File: config.mk
export PLATFORM = sky130hd
export DESIGN_NAME = strip_pulse_event_classifier_unit
export DESIGN_NICKNAME = d
export VERILOG_FILES = /design/src/design/spec_pkg.sv /design/src/design/spec_in_stage.sv /design/src/design/spec_core.sv /design/src/design/spec_out_stage.sv /design/src/design/strip_pulse_event_classifier_unit.sv
export VERILOG_INCLUDE_DIRS = /design/src /design/src/design
export SDC_FILE = /design/constraint.sdc
export NUM_CORES = 1
export LEC_CHECK = 0
export ABC_AREA = 1
export BUFFER_PORTS_ARGS = -buffer_cell sky130_fd_sc_hd__buf_2
export CAP_MARGIN = 20
export CORE_AREA = 5 5 236 238
export CTS_BUF_LIST = sky130_fd_sc_hd__clkbuf_8
export DETAILED_ROUTE_END_ITERATION = 10
export DIE_AREA = 0 0 241 243
export PLACE_DENSITY = 0.47
export SLEW_MARGIN = 20
export SYNTH_ARGS = -nofsm -noshare
export SYNTH_HDL_FRONTEND = slang
export SYNTH_SLANG_ARGS = --single-unit
File: constraint.sdc
create_clock -name clk -period 3.6 [get_ports clk]
set_clock_uncertainty 0.15 [all_clocks]
set_input_delay 0.36 -clock clk [delete_from_list [all_inputs] [get_ports clk]]
set_output_delay 0.36 -clock clk [all_outputs]
set_load 0.005 [all_outputs]
File: src/design/strip_pulse_event_classifier_unit_defines.svh
// Assertion macros shared by the classifier RTL.
`ifndef STRIP_PULSE_EVENT_CLASSIFIER_UNIT_DEFINES_SVH
`define STRIP_PULSE_EVENT_CLASSIFIER_UNIT_DEFINES_SVH

// Same-cycle implication, checked outside reset.
`define SPEC_ASSERT_IMPLY(label, ck, rs, ante, cons, msg) \
  label: assert property (@(posedge ck) disable iff (rs) (ante) |-> (cons)) \
    else $error(msg);

// Next-cycle implication, checked outside reset.
`define SPEC_ASSERT_NEXT(label, ck, rs, ante, cons, msg) \
  label: assert property (@(posedge ck) disable iff (rs) (ante) |=> (cons)) \
    else $error(msg);

`endif

File: src/design/spec_pkg.sv
package spec_pkg;

  // Item opcodes
  localparam logic [1:0] OP_HEADER = 2'd0;
  localparam logic [1:0] OP_SAMPLE = 2'd1;
  localparam logic [1:0] OP_END    = 2'd2;

  // Configuration register indexes
  localparam int unsigned CFG_IDX_BITS = 3;
  localparam logic [CFG_IDX_BITS-1:0] REG_ADC_CUT   = 3'd0;
  localparam logic [CFG_IDX_BITS-1:0] REG_RUN_CUT   = 3'd1;
  localparam logic [CFG_IDX_BITS-1:0] REG_MULT_CUT  = 3'd2;
  localparam logic [CFG_IDX_BITS-1:0] REG_PEAK_CUT  = 3'd3;
  localparam logic [CFG_IDX_BITS-1:0] REG_WIDE_CUT  = 3'd4;

  localparam int unsigned CFG_BITS = 10;
  localparam int unsigned RUNC_BITS = 4;
  localparam int unsigned RUN_BITS = 5;
  localparam int unsigned CHIP_BITS = 8;
  localparam int unsigned OUT_BITS = 10;
  localparam logic [OUT_BITS-1:0] OUT_MAX = '1;

  // Layer/axis slots: up x, up y, mid x, mid y, down x, down y
  localparam int unsigned NUM_LAYERS = 6;
  localparam logic [2:0] LAYER_UP_X   = 3'd0;
  localparam logic [2:0] LAYER_UP_Y   = 3'd1;
  localparam logic [2:0] LAYER_MID_X  = 3'd2;
  localparam logic [2:0] LAYER_MID_Y  = 3'd3;
  localparam logic [2:0] LAYER_DOWN_X = 3'd4;
  localparam logic [2:0] LAYER_DOWN_Y = 3'd5;
  localparam logic [2:0] LAYER_NONE   = 3'd7;

  typedef struct packed {
    logic [CFG_BITS-1:0]  adc_cut;
    logic [RUNC_BITS-1:0] run_cut;
    logic [CFG_BITS-1:0]  mult_cut;
    logic [CFG_BITS-1:0]  peak_cut;
    logic [CFG_BITS-1:0]  wide_cut;
  } cfg_t;

  typedef struct packed {
    logic                                is_noise;
    logic                                is_saturated;
    logic                                is_low_peak;
    logic                                is_signal;
    logic [OUT_BITS-1:0]                 event_peak;
    logic [NUM_LAYERS-1:0][OUT_BITS-1:0] counts;
  } result_t;

  // Chip id to layer/axis slot
  function automatic logic [2:0] chip_layer(input logic [CHIP_BITS-1:0] chip);
    logic [2:0] l;
    case (chip)
      8'd36, 8'd37, 8'd38, 8'd39, 8'd42, 8'd43:               l = LAYER_UP_X;
      8'd44, 8'd45, 8'd46, 8'd47:                             l = LAYER_UP_Y;
      8'd34, 8'd35, 8'd40, 8'd41, 8'd50, 8'd51:               l = LAYER_MID_X;
      8'd54, 8'd55, 8'd58, 8'd59:                             l = LAYER_MID_Y;
      8'd30, 8'd31, 8'd32, 8'd33:                             l = LAYER_DOWN_X;
      8'd48, 8'd49, 8'd52, 8'd53, 8'd56, 8'd57, 8'd60, 8'd61: l = LAYER_DOWN_Y;
      default:                                                l = LAYER_NONE;
    endcase
    return l;
  endfunction

endpackage

File: src/design/spec_in_stage.sv
module spec_in_stage import spec_pkg::*; #(
  parameter int unsigned SAMPLE_BITS = 10,
  parameter int unsigned BIN_BITS    = 10
) (
  input  logic                   clk,
  input  logic                   rst,
  input  logic                   in_valid,
  output logic                   in_stall,
  input  logic [1:0]             op,
  input  logic [CHIP_BITS-1:0]   chip_id,
  input  logic [BIN_BITS-1:0]    time_bin,
  input  logic [SAMPLE_BITS-1:0] sample_value,
  input  logic                   take,
  output logic                   s_valid,
  output logic [1:0]             s_op,
  output logic [CHIP_BITS-1:0]   s_chip,
  output logic [BIN_BITS-1:0]    s_bin,
  output logic [SAMPLE_BITS-1:0] s_value
);

  logic accept;

  // Held only while the core cannot consume the buffered beat
  assign in_stall = s_valid & ~take;
  assign accept   = in_valid & ~in_stall;

  always_ff @(posedge clk) begin
    if (rst) begin
      s_valid <= 1'b0;
    end else if (accept) begin
      s_valid <= 1'b1;
    end else if (take) begin
      s_valid <= 1'b0;
    end
  end

  // Payload capture
  always_ff @(posedge clk) begin
    if (accept) begin
      s_op    <= op;
      s_chip  <= chip_id;
      s_bin   <= time_bin;
      s_value <= sample_value;
    end
  end

endmodule

File: src/design/spec_core.sv
module spec_core import spec_pkg::*; #(
  parameter int unsigned SAMPLE_BITS = 10,
  parameter int unsigned BIN_BITS    = 10,
  parameter int unsigned COUNT_BITS  = 10
) (
  input  logic                   clk,
  input  logic                   rst,
  input  cfg_t                   cfg,
  input  logic                   s_valid,
  input  logic [1:0]             s_op,
  input  logic [CHIP_BITS-1:0]   s_chip,
  input  logic [BIN_BITS-1:0]    s_bin,
  input  logic [SAMPLE_BITS-1:0] s_value,
  input  logic                   out_free,
  output logic                   take,
  output logic                   res_valid,
  output result_t                res
);

  localparam int unsigned SW = (SAMPLE_BITS > CFG_BITS) ? SAMPLE_BITS : CFG_BITS;
  localparam int unsigned CW = (COUNT_BITS > CFG_BITS) ? COUNT_BITS : CFG_BITS;
  localparam logic [RUN_BITS-1:0] RUN_MAX = '1;

  // Channel and event state
  logic [RUN_BITS-1:0]    run_length;
  logic                   pulse_seen;
  logic [BIN_BITS-1:0]    previous_bin;
  logic [SAMPLE_BITS-1:0] segment_peak;
  logic                   channel_hit;
  logic [SAMPLE_BITS-1:0] channel_peak;
  logic [CHIP_BITS-1:0]   current_chip;
  logic [SAMPLE_BITS-1:0] peak_so_far;
  logic [COUNT_BITS-1:0]  layer_counts [NUM_LAYERS];

  logic                   hit_c;
  logic [SAMPLE_BITS-1:0] cpeak_c;
  logic [SAMPLE_BITS-1:0] peak_cl;
  logic [2:0]             layer;
  logic [COUNT_BITS-1:0]  counts_cl [NUM_LAYERS];

  logic                   brk;
  logic                   base_hit;
  logic [SAMPLE_BITS-1:0] base_cpeak;
  logic                   base_ps;
  logic [SAMPLE_BITS-1:0] base_seg;
  logic [RUN_BITS-1:0]    base_run;
  logic [SW-1:0]          v_ext;
  logic [SW-1:0]          adc_ext;
  logic [RUN_BITS-1:0]    run_new;
  logic                   ps_new;
  logic [SAMPLE_BITS-1:0] seg_new;

  logic [SW-1:0]          peak_ext;
  logic [SW-1:0]          pcut_ext;
  logic                   any_below;
  logic                   all_above;
  logic                   all_window;
  logic                   low;
  logic [CW-1:0]          c_ext;

  assign take      = s_valid & ((s_op != OP_END) | out_free);
  assign res_valid = take & (s_op == OP_END);

  // Segment commit folded into the channel
  assign hit_c   = channel_hit | pulse_seen;
  assign cpeak_c = (pulse_seen && (segment_peak > channel_peak)) ? segment_peak : channel_peak;

  // Channel close: event peak and layer count
  assign peak_cl = (hit_c && (cpeak_c > peak_so_far)) ? cpeak_c : peak_so_far;
  assign layer   = chip_layer(current_chip);
  always_comb begin
    for (int i = 0; i < NUM_LAYERS; i++) begin
      counts_cl[i] = layer_counts[i];
      if (hit_c && (layer == 3'(i)) && (layer_counts[i] != '1)) begin
        counts_cl[i] = layer_counts[i] + COUNT_BITS'(1);
      end
    end
  end

  // Sample path: continuity, run length, pulse detect
  assign brk        = ({1'b0, s_bin} + (BIN_BITS+1)'(1)) != {1'b0, previous_bin};
  assign base_hit   = brk ? hit_c : channel_hit;
  assign base_cpeak = brk ? cpeak_c : channel_peak;
  assign base_ps    = brk ? 1'b0 : pulse_seen;
  assign base_seg   = brk ? '0 : segment_peak;
  assign base_run   = brk ? '0 : run_length;
  assign v_ext      = SW'(s_value);
  assign adc_ext    = SW'(cfg.adc_cut);

  always_comb begin
    run_new = base_run;
    if (v_ext > adc_ext) begin
      if (base_run != RUN_MAX) begin
        run_new = base_run + RUN_BITS'(1);
      end
    end else if (v_ext < adc_ext) begin
      run_new = '0;
    end
  end

  assign ps_new  = base_ps | (run_new > {1'b0, cfg.run_cut});
  assign seg_new = (s_value > base_seg) ? s_value : base_seg;

  // End-of-event flags on the closed counts
  assign peak_ext = SW'(peak_cl);
  assign pcut_ext = SW'(cfg.peak_cut);
  assign low      = (peak_cl != '0) && (peak_ext < pcut_ext);

  always_comb begin
    any_below  = 1'b0;
    all_above  = 1'b1;
    all_window = 1'b1;
    res        = '0;
    c_ext      = '0;
    for (int i = 0; i < NUM_LAYERS; i++) begin
      c_ext = CW'(counts_cl[i]);
      if (c_ext < CW'(cfg.mult_cut)) begin
        any_below = 1'b1;
      end
      if (!(c_ext > CW'(cfg.mult_cut))) begin
        all_above = 1'b0;
      end
      if (!((c_ext > CW'(cfg.mult_cut)) && (c_ext < CW'(cfg.wide_cut)))) begin
        all_window = 1'b0;
      end
      res.counts[i] = (c_ext > CW'(OUT_MAX)) ? OUT_MAX : c_ext[OUT_BITS-1:0];
    end
    res.is_noise     = any_below;
    res.is_saturated = all_above && (peak_ext > pcut_ext);
    res.is_low_peak  = low;
    res.is_signal    = low && all_window;
    res.event_peak   = (peak_ext > SW'(OUT_MAX)) ? OUT_MAX : peak_ext[OUT_BITS-1:0];
  end

  // State update, one beat per cycle whenever a beat is taken
  always_ff @(posedge clk) begin
    if (rst) begin
      run_length   <= '0;
      pulse_seen   <= 1'b0;
      previous_bin <= '0;
      segment_peak <= '0;
      channel_hit  <= 1'b0;
      channel_peak <= '0;
      current_chip <= '0;
      peak_so_far  <= '0;
      for (int i = 0; i < NUM_LAYERS; i++) begin
        layer_counts[i] <= '0;
      end
    end else if (take) begin
      unique case (s_op)
        OP_HEADER: begin
          run_length   <= '0;
          pulse_seen   <= 1'b0;
          segment_peak <= '0;
          channel_hit  <= 1'b0;
          channel_peak <= '0;
          current_chip <= s_chip;
          peak_so_far  <= peak_cl;
          layer_counts <= counts_cl;
        end
        OP_SAMPLE: begin
          run_length   <= run_new;
          pulse_seen   <= ps_new;
          segment_peak <= seg_new;
          channel_hit  <= base_hit;
          channel_peak <= base_cpeak;
          previous_bin <= s_bin;
        end
        OP_END: begin
          run_length   <= '0;
          pulse_seen   <= 1'b0;
          segment_peak <= '0;
          channel_hit  <= 1'b0;
          channel_peak <= '0;
          peak_so_far  <= '0;
          for (int i = 0; i < NUM_LAYERS; i++) begin
            layer_counts[i] <= '0;
          end
        end
        default: begin
        end
      endcase
    end
  end

endmodule

File: src/design/spec_out_stage.sv
module spec_out_stage import spec_pkg::*; (
  input  logic    clk,
  input  logic    rst,
  input  logic    res_valid,
  input  result_t res,
  input  logic    out_stall,
  output logic    out_valid,
  output logic    out_free,
  output result_t res_q
);

  // Room for a new result when empty or the held beat leaves now
  assign out_free = ~out_valid | ~out_stall;

  always_ff @(posedge clk) begin
    if (rst) begin
      out_valid <= 1'b0;
    end else if (res_valid) begin
      out_valid <= 1'b1;
    end else if (!out_stall) begin
      out_valid <= 1'b0;
    end
  end

  always_ff @(posedge clk) begin
    if (res_valid) begin
      res_q <= res;
    end
  end

endmodule

File: src/design/strip_pulse_event_classifier_unit.sv
// Strip pulse event classifier.
// Input channel (in_valid/in_stall) carries one beat per item: op selects a
// channel header (chip_id), a sample (time_bin, sample_value) or an end of
// event. Only end-of-event beats produce a result beat on the output channel
// (out_valid/out_stall): four class flags, the event peak and six strip counts.
// An accepted end-of-event beat passes the input register, then the result
// register. Throughput: one beat per cycle, unless an end-of-event beat
// waits in the input register for the result register to free.
// When the receiver stalls, the held result stays put; headers and samples
// keep flowing, and an end-of-event beat waits in the input register until
// the result register frees, which then stalls the input.
// Configuration: cfg_we/cfg_index/cfg_data write one threshold per cycle;
// write only while the block is idle.
// Reset (rst, synchronous) empties both registers, clears all channel and
// event state and loads the default thresholds.
`include "strip_pulse_event_classifier_unit_defines.svh"

module strip_pulse_event_classifier_unit import spec_pkg::*; #(
  parameter int unsigned SAMPLE_BITS = 10,
  parameter int unsigned BIN_BITS    = 10,
  parameter int unsigned COUNT_BITS  = 10
) (
  input  logic                    clk,
  input  logic                    rst,
  input  logic                    cfg_we,
  input  logic [CFG_IDX_BITS-1:0] cfg_index,
  input  logic [CFG_BITS-1:0]     cfg_data,
  input  logic                    in_valid,
  output logic                    in_stall,
  input  logic [1:0]              op,
  input  logic [CHIP_BITS-1:0]    chip_id,
  input  logic [BIN_BITS-1:0]     time_bin,
  input  logic [SAMPLE_BITS-1:0]  sample_value,
  output logic                    out_valid,
  input  logic                    out_stall,
  output logic                    is_noise,
  output logic                    is_saturated,
  output logic                    is_low_peak,
  output logic                    is_signal,
  output logic [OUT_BITS-1:0]     event_peak,
  output logic [OUT_BITS-1:0]     up_x_count,
  output logic [OUT_BITS-1:0]     up_y_count,
  output logic [OUT_BITS-1:0]     mid_x_count,
  output logic [OUT_BITS-1:0]     mid_y_count,
  output logic [OUT_BITS-1:0]     down_x_count,
  output logic [OUT_BITS-1:0]     down_y_count
);

  cfg_t                   cfg;
  logic                   s_valid;
  logic [1:0]             s_op;
  logic [CHIP_BITS-1:0]   s_chip;
  logic [BIN_BITS-1:0]    s_bin;
  logic [SAMPLE_BITS-1:0] s_value;
  logic                   take;
  logic                   res_valid;
  logic                   out_free;
  result_t                res;
  result_t                res_q;

  // Threshold registers
  always_ff @(posedge clk) begin
    if (rst) begin
      cfg.adc_cut   <= 10'd16;
      cfg.run_cut   <= 4'd3;
      cfg.mult_cut  <= 10'd3;
      cfg.peak_cut  <= 10'd900;
      cfg.wide_cut  <= 10'd12;
    end else if (cfg_we) begin
      unique case (cfg_index)
        REG_ADC_CUT:   cfg.adc_cut   <= cfg_data;
        REG_RUN_CUT:   cfg.run_cut   <= cfg_data[RUNC_BITS-1:0];
        REG_MULT_CUT:  cfg.mult_cut  <= cfg_data;
        REG_PEAK_CUT:  cfg.peak_cut  <= cfg_data;
        REG_WIDE_CUT:  cfg.wide_cut  <= cfg_data;
        default: begin
        end
      endcase
    end
  end

  spec_in_stage #(
    .SAMPLE_BITS(SAMPLE_BITS),
    .BIN_BITS   (BIN_BITS)
  ) u_in (
    .clk         (clk),
    .rst         (rst),
    .in_valid    (in_valid),
    .in_stall    (in_stall),
    .op          (op),
    .chip_id     (chip_id),
    .time_bin    (time_bin),
    .sample_value(sample_value),
    .take        (take),
    .s_valid     (s_valid),
    .s_op        (s_op),
    .s_chip      (s_chip),
    .s_bin       (s_bin),
    .s_value     (s_value)
  );

  spec_core #(
    .SAMPLE_BITS(SAMPLE_BITS),
    .BIN_BITS   (BIN_BITS),
    .COUNT_BITS (COUNT_BITS)
  ) u_core (
    .clk      (clk),
    .rst      (rst),
    .cfg      (cfg),
    .s_valid  (s_valid),
    .s_op     (s_op),
    .s_chip   (s_chip),
    .s_bin    (s_bin),
    .s_value  (s_value),
    .out_free (out_free),
    .take     (take),
    .res_valid(res_valid),
    .res      (res)
  );

  spec_out_stage u_out (
    .clk      (clk),
    .rst      (rst),
    .res_valid(res_valid),
    .res      (res),
    .out_stall(out_stall),
    .out_valid(out_valid),
    .out_free (out_free),
    .res_q    (res_q)
  );

  assign is_noise     = res_q.is_noise;
  assign is_saturated = res_q.is_saturated;
  assign is_low_peak  = res_q.is_low_peak;
  assign is_signal    = res_q.is_signal;
  assign event_peak   = res_q.event_peak;
  assign up_x_count   = res_q.counts[LAYER_UP_X];
  assign up_y_count   = res_q.counts[LAYER_UP_Y];
  assign mid_x_count  = res_q.counts[LAYER_MID_X];
  assign mid_y_count  = res_q.counts[LAYER_MID_Y];
  assign down_x_count = res_q.counts[LAYER_DOWN_X];
  assign down_y_count = res_q.counts[LAYER_DOWN_Y];

  // Checks
  `SPEC_ASSERT_IMPLY(a_stall_needs_item, clk, rst, in_stall, s_valid,
    "input stalled with empty input register")
  `SPEC_ASSERT_NEXT(a_end_gives_result, clk, rst, res_valid, out_valid,
    "end of event taken but no result shown")
  `SPEC_ASSERT_IMPLY(a_signal_is_low, clk, rst, out_valid && is_signal, is_low_peak,
    "signal flag without low-peak flag")
  `SPEC_ASSERT_IMPLY(a_sat_excl_low, clk, rst, out_valid && is_saturated, !is_low_peak,
    "saturated and low-peak flags both set")

endmodule
Word level (Yosys, flattened, before mapping)
Memories as Yosys holds them, arrays and structs flattened. A register that Yosys moved wholly into a read port is not among the register bits.
Index checks and enable logic that the tools add are counted.

operators by class
  add/sub/neg operators = 8
  reductions and logical operators = 43
  bitwise operators = 12
  equal/unequal tests = 22
  multiplexer cells = 44
  magnitude comparators = 33

operators by type and width
  kind                                           number
  less-than comparator 10 bit                    14
  one-hot mux 60 bit (2 select lines)            1
  > comparator 10 bit                            11
  2-to-1 mux 10 bit                              11
  > comparator 10 bit, second input constant     7
  adder 10 x 1 -> 10 bit, second input constant  6
  inequality test 10 bit, second input constant  6
  one-hot mux 10 bit (2 select lines)            3
  logical AND 1 bit                              23
  2-to-1 mux 5 bit                               4
  2-to-1 mux 1 bit                               19
  AND reduction 2 bit                            9
  == test 3 x 2 -> 1 bit, second input constant  4
  2-to-1 mux 6 bit                               2
  adder 10 x 1 -> 11 bit, second input constant  1
  inequality test 11 x 10 -> 1 bit               1
  one-hot mux 5 bit (2 select lines)             1
  nonzero test 10 bit                            1
  == test 3 bit, second input constant           3
  == test 3 x 1 -> 1 bit, second input constant  2
  zero test 3 bit                                2
  nonzero test 2 bit                             3
  adder 5 x 1 -> 5 bit, second input constant    1
  > comparator 5 x 4 -> 1 bit                    1
  14 further kinds                               26

storage, ports and cells
  output and inout bits = 76
  memories kept = 1
  ROM bits = 192
  register bits = 265
  input port bits = 48

memories
  memory            words  width  rd ports  clocked after Yosys merged registers in  wr ports  RTL line        RTL
  (name not given)  64     3      1         1                                        0         spec_pkg.sv:53  case (chip)

Depth between registers and ports, before layout
Gate-level depths: netlist (run 1).

  word-level depth = 15
  gate-level depth with buffers = 34
  gate-level depth less buffers = 32

Cells and area by module
A second synthesis (run 1) with hierarchy kept.

second synthesis, totals
  cells, all modules = 2013
  area total of the unflattened synthesis = 16203.0 um2

by module, submodules not included
  module                             cells an instance  area each (um2)  times used
  spec_core                          1644               11215.8          1
  spec_out_stage                     78                 2260.9           1
  strip_pulse_event_classifier_unit  254                1779.2           1
  spec_in_stage                      37                 947.2            1

Worst setup path after synthesis (run 1)
No wires, ideal clock.

  path kind = reg-to-reg
  from = reg u_core.channel_peak[9]
  to = reg u_out.res_q[70] (netlist name)
  path buffers = 2
  data arrival time = 3.578 ns
  path slack = -0.380 ns
  period minus slack after synthesis = 3.980 ns
  stages on the path, launching flop included = 30
  cells stage by stage = dfxtp_1 > inv_1 > ha_1 > nand2_1 > nor2_1 > nand3_1 > nand3_2 > nand2_2 > buf_4 > nand2_1 > nand2_1 > ha_1 > nand2_1 > nor2_1 > a21boi_1 > nor2_1 > nor2_2 > clkbuf_1 > nand2_1 > o21ai_0 > ha_1 > nand4_1 > inv_1 > nand2_1 > nor2_1 > nand3_1 > nand2_1 > inv_1 > nand3_1 > nor2_1

RTL lines
  element                 RTL line          RTL
  from (decl)             spec_core.sv:30   logic [SAMPLE_BITS-1:0] channel_peak;
  from (signal assigned)  spec_core.sv:166  channel_peak <= base_cpeak;

==> results of run 1 <==
per-layer routing:
layer,track usage,share of wire
met1,0.2044,0.43
met4,0.05958,0.037
met3,0.03542,0.048
met5,0,0
met2,0.2933,0.49
logic make-up after synthesis:
| kind of cell | after synthesis | synth area share |
|---|---|---|
| AND/OR/NAND/NOR | 750 | 0.2041 |
| buffers and inverters | 357 | 0.08638 |
| adder cells (fa/ha/maj) | 174 | 0.1375 |
| XOR/XNOR | 67 | 0.03754 |
| multiplexers | 2 | 0.001422 |
| AO/OA/AOI/OAI | 373 | 0.1315 |
| flip-flops | 266 | 0.4015 |
sequential cells by signal (all words and copies together), names as in the netlist, 2 cells and up, named ones only:
| signal | flops |
|---|---|
| u_out.res_q | 74 |
| u_core.layer_counts | 60 |
| cfg | 44 |
| u_core.channel_peak | 10 |
| u_core.peak_so_far | 10 |
| u_core.previous_bin | 10 |
| u_core.segment_peak | 10 |
| u_in.s_bin | 10 |
| u_in.s_value | 10 |
| u_core.current_chip | 7 |
| u_in.s_chip | 7 |
| u_core.run_length | 5 |
| u_in.s_op | 2 |
worst reg2reg max path, delay by kind of cell (launching register included):
| kind | cells | cell delay [ps] |
|---|---|---|
| AOI/OAI and AO/OA | 3 | 330 |
| adders and majority gates | 3 | 770 |
| buffers and inverters | 7 | 630 |
| DFF | 1 | 340 |
| and+or+nand+nor | 17 | 1530 |
final timing paths:
path                           end  slack, ps              startpoint
max                u_out.res_q[70]       -400  u_core.channel_peak[9]
min          u_core.peak_so_far[3]         50                     rst
max reg2reg        u_out.res_q[70]       -400  u_core.channel_peak[9]
min reg2reg                cfg[41]        310                 cfg[41]
final cells by class:
type                       instances  area share
multi-input combinational       1366      0.4165
inverter                         307     0.05154
clock inverter                    38    0.009542
tap                              696     0.03861
clock buffer                      55     0.03356
timing repair buffer             503      0.1676
sequential                       266      0.2826
power by group through the flow:
stage	logic (mW)	clock network [mW]	registers (mW)
after CTS	0.838	3.07	3.24
after global placement	0.687	0	3.30
after global routing	1.01	3.19	3.25
final	0.915	2.92	3.25
after floorplan	0.413	0	3.29
after detailed placement	0.700	0	3.30
what timing repair did:
item	CTS	global route
setup endpoints to repair	16	23
resized for setup	133	143
cloned	4	0
hold buffers	48	0
pin swaps	78	96
hold endpoints to repair	75	0
buffers inserted	38	15
cells in the final DEF, fill, tap and decap left out, types with 11 or more instances in the layout:
| master | synthesis | final |
|---|---|---|
| nor2_1 | 104 | 80 |
| xor2_2 | 1 | 11 |
| inv_1 | 296 | 288 |
| ha_1 | 174 | 143 |
| nand2_1 | 477 | 433 |
| nor2_4 | 2 | 16 |
| o21ai_2 | 0 | 11 |
| clkinv_2 | 1 | 14 |
| xor2_1 | 53 | 42 |
| nand2_4 | 3 | 21 |
| dfxtp_1 | 163 | 149 |
| dlygate4sd3_1 | 0 | 48 |
| clkbuf_8 | 0 | 55 |
| nand4_1 | 27 | 27 |
| a21oi_2 | 3 | 19 |
| o21ai_0 | 87 | 73 |
| nor2_2 | 9 | 19 |
| dfxtp_2 | 0 | 14 |
| ha_4 | 0 | 29 |
| xnor2_1 | 13 | 11 |
| buf_6 | 2 | 13 |
| buf_4 | 2 | 311 |
| edfxtp_1 | 103 | 103 |
| a21oi_1 | 211 | 190 |
| nor3_1 | 15 | 12 |
| nand3_2 | 5 | 12 |
| buf_2 | 3 | 121 |
| nand3_1 | 76 | 66 |
| inv_2 | 9 | 33 |
| nand2_2 | 15 | 39 |
==> flow_summary.yaml, run 1 <==
critical_path:
  cp-start-kind: "flip-flop"
  cp_slowest_cell: "dfxtp_2"
  crit_arrival_ps: 4220
  r2r_cells: 30
  crit_path_end_kind: "flip-flop"
  criticalPathCategory: "reg2reg"
  cp.depth: 30
  crit_required_ps: 3820
  crit_family: "simple AND/OR/NAND/NOR gates"
  crit_fanout: 7
  crit_path_max_incr_delay_ps: 340
  path_buf_inv: 7
synthesis:
  yosys_most_used_dff: "dfxtp_1"
  synth_cell_types: 62
  netlist.top_cell.by_area: "dfxtp_1"
  syn-num-nets: 2211
  syn_area_per_cell_um2: 7.959
  synthTopCellsByArea: "dfxtp_1, edfxtp_1, ha_1"
  synth_warnings: 0
  async_flop_share: 0
  syn_inst: 1989
  seq_area_frac_synth: 0.4015
  synth_common_cells: "nand2_1, inv_1, a21oi_1"
  synth_top_area_frac: 0.2061
  synth_most_common_cell: "nand2_1"
  synth_area_mm2: 0.01583
  yosys_register_bits: 266
  synth_edf_count: 103
place:
  placed_area_mm2: 0.01937
  hpwl_um: 36740
  port-buffer-count: 122
  gp_congestion: 0.8808
  dp_slack_ps: -545.0
  dpl.cell_count: 3037
sta:
  drv_slew: 0
  post-route-period-util: 1.112
  rsz0062_at_grt: "true"
  slew_headroom: 0.3735
  worst_slack_ps: -402.8
  min_period_ps: 4003
  max_freq_mhz: 249.8
  hold_viol: 0
  setup_violations: 4
  holdWs_ps: 52.21
  worst_pin_slew_ps: 937.5
  tns_ps: -1203
cells_and_area:
  stdcell_area_mm2: 0.02255
  drive_gt1_frac: 0.3199
  nets: 2717
  final-seq-area_mm2: 0.006374
  fillCellCount: 5382
  antenna_cells: 0
  final_core_util: 0.4224
  fin_cells: 3231
  area_delta_synth_final_pct: 42.46
  multiInputGateArea_mm2: 0.009394
global_route:
  grt_pass1_wl_um: 79090
  grt_start_max_net_pins: 56
  grt_overflow: 0
  antenna_found_initial: 0
  grt_use_total: 0.1683
  grt_pass1_vias: 15070
power:
  pwr-share-clk: 0.413
  ir_drop_v: 0.0002662
  power.total_mw: 7.085
  switchingPower_mw: 1.938
  power_frac_seq: 0.458
  power.leakage_nw: 10.54
  combPwrFrac: 0.129
  intPower_mw: 5.147
  swShare: 0.2735
  p_per_area_mw_per_mm2: 314.1
cts:
  cts.clk_slew.worst_paths_ps: 60
  cts_inserted_buffers: 51
  clkLatencyLatePin_ps: 630
  cts_buffer_depth: 3
  cts_sinks: 266
  cts_tree: "yes"
  clock_tree.root_cell: "clkbuf_8"
  cts.htree.levels: 2
drt:
  num_vias: 14950
  post-route-drc-count: 0
  wl_um: 50800
  viasPerCell: 4.627
  firstDrtPassIters: 5
  avgRoutedWirePerCell_um: 15.72
  drt_iter0_drc: 597
  ant_nets: 0
job:
  cap_violations: 0
floorplan:
  start_util: 0.2965
  fp.dieArea_mm2: 0.05856
  die_y_um: 243
  die_x_um: 241
  ioPinCount: 124
  row_count: 85
  core_area_mm2: 0.05339
worst_hold_path:
  hold-path-cell-count: 2
  min_path_type: "in2reg"
status:
  status: "complete, but fails checks"
  violations: "setup timing"
No activity file was read; power rests on OpenSTA's default activity.
==> run 2, diff against run 1 <==
--- a/config.mk
+++ b/config.mk
@@ -13,7 +13,7 @@
 export CTS_BUF_LIST = sky130_fd_sc_hd__clkbuf_8
 export DETAILED_ROUTE_END_ITERATION = 10
 export DIE_AREA = 0 0 241 243
-export PLACE_DENSITY = 0.47
+export PLACE_DENSITY = 0.45
 export SLEW_MARGIN = 20
 export SYNTH_ARGS = -nofsm -noshare
 export SYNTH_HDL_FRONTEND = slang
==> constraint.sdc (replaced) <==
create_clock -name clk -period 3.8 [get_ports clk]
set_clock_uncertainty 0.15 [all_clocks]
set_input_delay 0.38 -clock clk [delete_from_list [all_inputs] [get_ports clk]]
set_output_delay 0.38 -clock clk [all_outputs]
set_load 0.005 [all_outputs]
==> run 2 against run 1 <==
  * Wire length decreased by 2.9%
  * The run still ends with setup timing left
  * Critical path depth up 1
  * Hold slack improved by 25 ps
  * Cell area down 3.5%
  * Global-route usage fell by 0.68 points
  * Count of clock-buffer cells in the layout is 8 higher
  * First-iteration DRC count rose by 19%
  * Sequential share of layout area rose by 1.0 points
  * Die area unchanged
==> flow_summary.yaml, run 2 (same netlist as run 1, synthesis figures left out) <==
worst_hold_path:
  hold-path-cell-count: 2
  hold_start: "rst"
  worstHoldEndpoint: "u_core.layer_counts[8]"
  min_path_type: "in2reg"
cts:
  cts.htree.levels: 2
  cts.clk_slew.worst_paths_ps: 60
  cts_inserted_buffers: 52
  clock_tree.root_cell: "clkbuf_8"
  clkLatencyLatePin_ps: 640
  cts_buffer_depth: 3
  cts_tree: "yes"
  cts_sinks: 266
floorplan:
  start_util: 0.2965
  ioPinCount: 124
  die_x_um: 241
  row_count: 85
  fp.dieArea_mm2: 0.05856
  core_area_mm2: 0.05339
  die_y_um: 243
cells_and_area:
  stdcell_area_mm2: 0.02176
  largest_reg_flops: 74
  area_delta_synth_final_pct: 37.48
  reg_top3: "u_out.res_q: 74 flops, u_core.layer_counts: 60 flops, cfg: 44 flops"
  final_cell_mix: "nand2_1, inv_1, buf_4"
  final_core_util: 0.4077
  drive_gt1_frac: 0.2812
  regMostFlops: "u_out.res_q"
  nets: 2629
  fillCellCount: 5463
  final_common_cell: "nand2_1"
  antenna_cells: 0
job:
  cap_violations: 0
drt:
  drt_iter0_drc: 708
  avgRoutedWirePerCell_um: 15.68
  wl_um: 49330
  num_vias: 14480
  viasPerCell: 4.602
  ant_nets: 0
  firstDrtPassIters: 5
  post-route-drc-count: 0
critical_path:
  path_buf_inv: 6
  r2r_cells: 31
  crit_path_max_incr_delay_ps: 330
  crit_family: "simple AND/OR/NAND/NOR gates"
  rr_endpoint: "u_out.res_q[70]"
  criticalPathCategory: "reg2reg"
  r2r_start: "u_core.channel_peak[8]"
  crit_arrival_ps: 4260
  crit_path_end_kind: "flip-flop"
  reg2reg_slack_ps: -230
  cp-start-kind: "flip-flop"
  cp_slowest_cell: "dfxtp_2"
  crit_required_ps: 4030
  crit_fanout: 7
sta:
  setup_violations: 3
  slew_headroom: 0.3861
  holdWs_ps: 76.78
  tns_ps: -663.1
  min_period_ps: 4025
  post-route-period-util: 1.059
  hold_viol: 0
  max_freq_mhz: 248.4
  drv_slew: 0
  worst_pin_slew_ps: 920.9
  worst_slack_ps: -225.4
  rsz0062_at_grt: "true"
global_route:
  grt_start_max_net_pins: 71
  grt_pass1_wl_um: 75630
  grt_use_total: 0.1614
  antenna_found_initial: 1
  grt_pass1_vias: 14240
  grt_overflow: 0
place:
  placed_area_mm2: 0.01878
  gp_congestion: 0.8622
  hpwl_um: 35530
  port-buffer-count: 122
power:
  p_per_area_mw_per_mm2: 310.1
  power.leakage_nw: 10.03
  power.total_mw: 6.750
  ir_drop_v: 0.0002219
status:
  status: "complete, but fails checks"
  violations: "setup timing"
run 2: cell types whose count changed in the layout (fill, tap and decap cells not counted), moves of 5 or more:
cell / previous run / this run
clkinv_2: 14 / 6
clkinv_1: 4 / 9
o21ai_1: 10 / 18
a21oi_2: 19 / 12
a21oi_1: 190 / 201
nand2_1: 433 / 440
buf_6: 13 / 8
buf_4: 311 / 221
nand2_4: 21 / 15
o21ai_2: 11 / 5
clkbuf_8: 55 / 63
run 2: final cells by class:
cell class / instances / area [um^2] / area share
Multi-Input combinational cell: 1367 / 9216 / 0.4235
Sequential cell: 266 / 6372 / 0.2928
Timing Repair Buffer: 413 / 3120 / 0.1434
Inverter: 307 / 1162 / 0.05341
Tap cell: 696 / 870.8 / 0.04001
Clock buffer: 63 / 867.1 / 0.03984
Clock inverter: 34 / 155.1 / 0.007129
run 2: worst max path at each step:
| stage | startpoint | to | slack [ps] | cells after the start |
|---|---|---|---|---|
| CTS | u_core.channel_peak[9] | u_out.res_q[70] | -190 | 27 |
| global placement | u_core.channel_peak[9] | u_out.res_q[70] | -290 | 27 |
| detailed placement | u_core.channel_peak[7] | u_out.res_q[70] | -320 | 28 |
| floorplan | u_core.channel_peak[5] | u_out.res_q[70] | 2 | 32 |
| finish | u_core.channel_peak[8] | u_out.res_q[70] | -230 | 31 |
| global route | u_core.channel_peak[8] | u_out.res_q[70] | -430 | 31 |
run 2: worst register-to-register path, delay by kind of cell (launching register included):
kind,cells,cell delay [ps]
compound gates,2,120
fa+ha+maj,3,750
buf+inv,6,570
flops,1,330
simple gates,20,1890
run 2: power by group:
group	switching (mW)	leakage (nW)	total (mW)	internal, mW
clock	1.34	0.594	2.85	1.51
combinational	0.480	7.24	0.831	0.351
sequential	0.0454	2.20	3.07	3.03
total	1.86	10.0	6.75	4.89
run 2: repair_timing:
action                                 CTS  global route
resized for setup                       27           215
endpoints found under the hold margin   76             0
setup endpoints to repair                5            19
setup buffers                            5            27
hold buffers                            50             0
pin swaps                               13           107
cloned                                   0             5
run 2: per-layer routing:
| metal | up-vias | global-route usage | wire (um) |
|---|---|---|---|
| li1 | 7414 | - | - |
| met1 | 6748 | 0.1947 | 21200 |
| met2 | 217 | 0.2886 | 24800 |
| met3 | 96 | 0.03054 | 1786 |
| met4 | 2 | 0.05061 | 1537 |
| met5 | - | 0 | 13 |
run 2: stage by stage:
stage          instances  setup slack [ps]
3_5_place_dp        2963            -315.2
2_1_floorplan       1989             1.859
6_report            3146            -225.4
5_1_grt             3146            -427.0
3_3_place_gp        2963            -289.8
4_1_cts             3115            -188.9
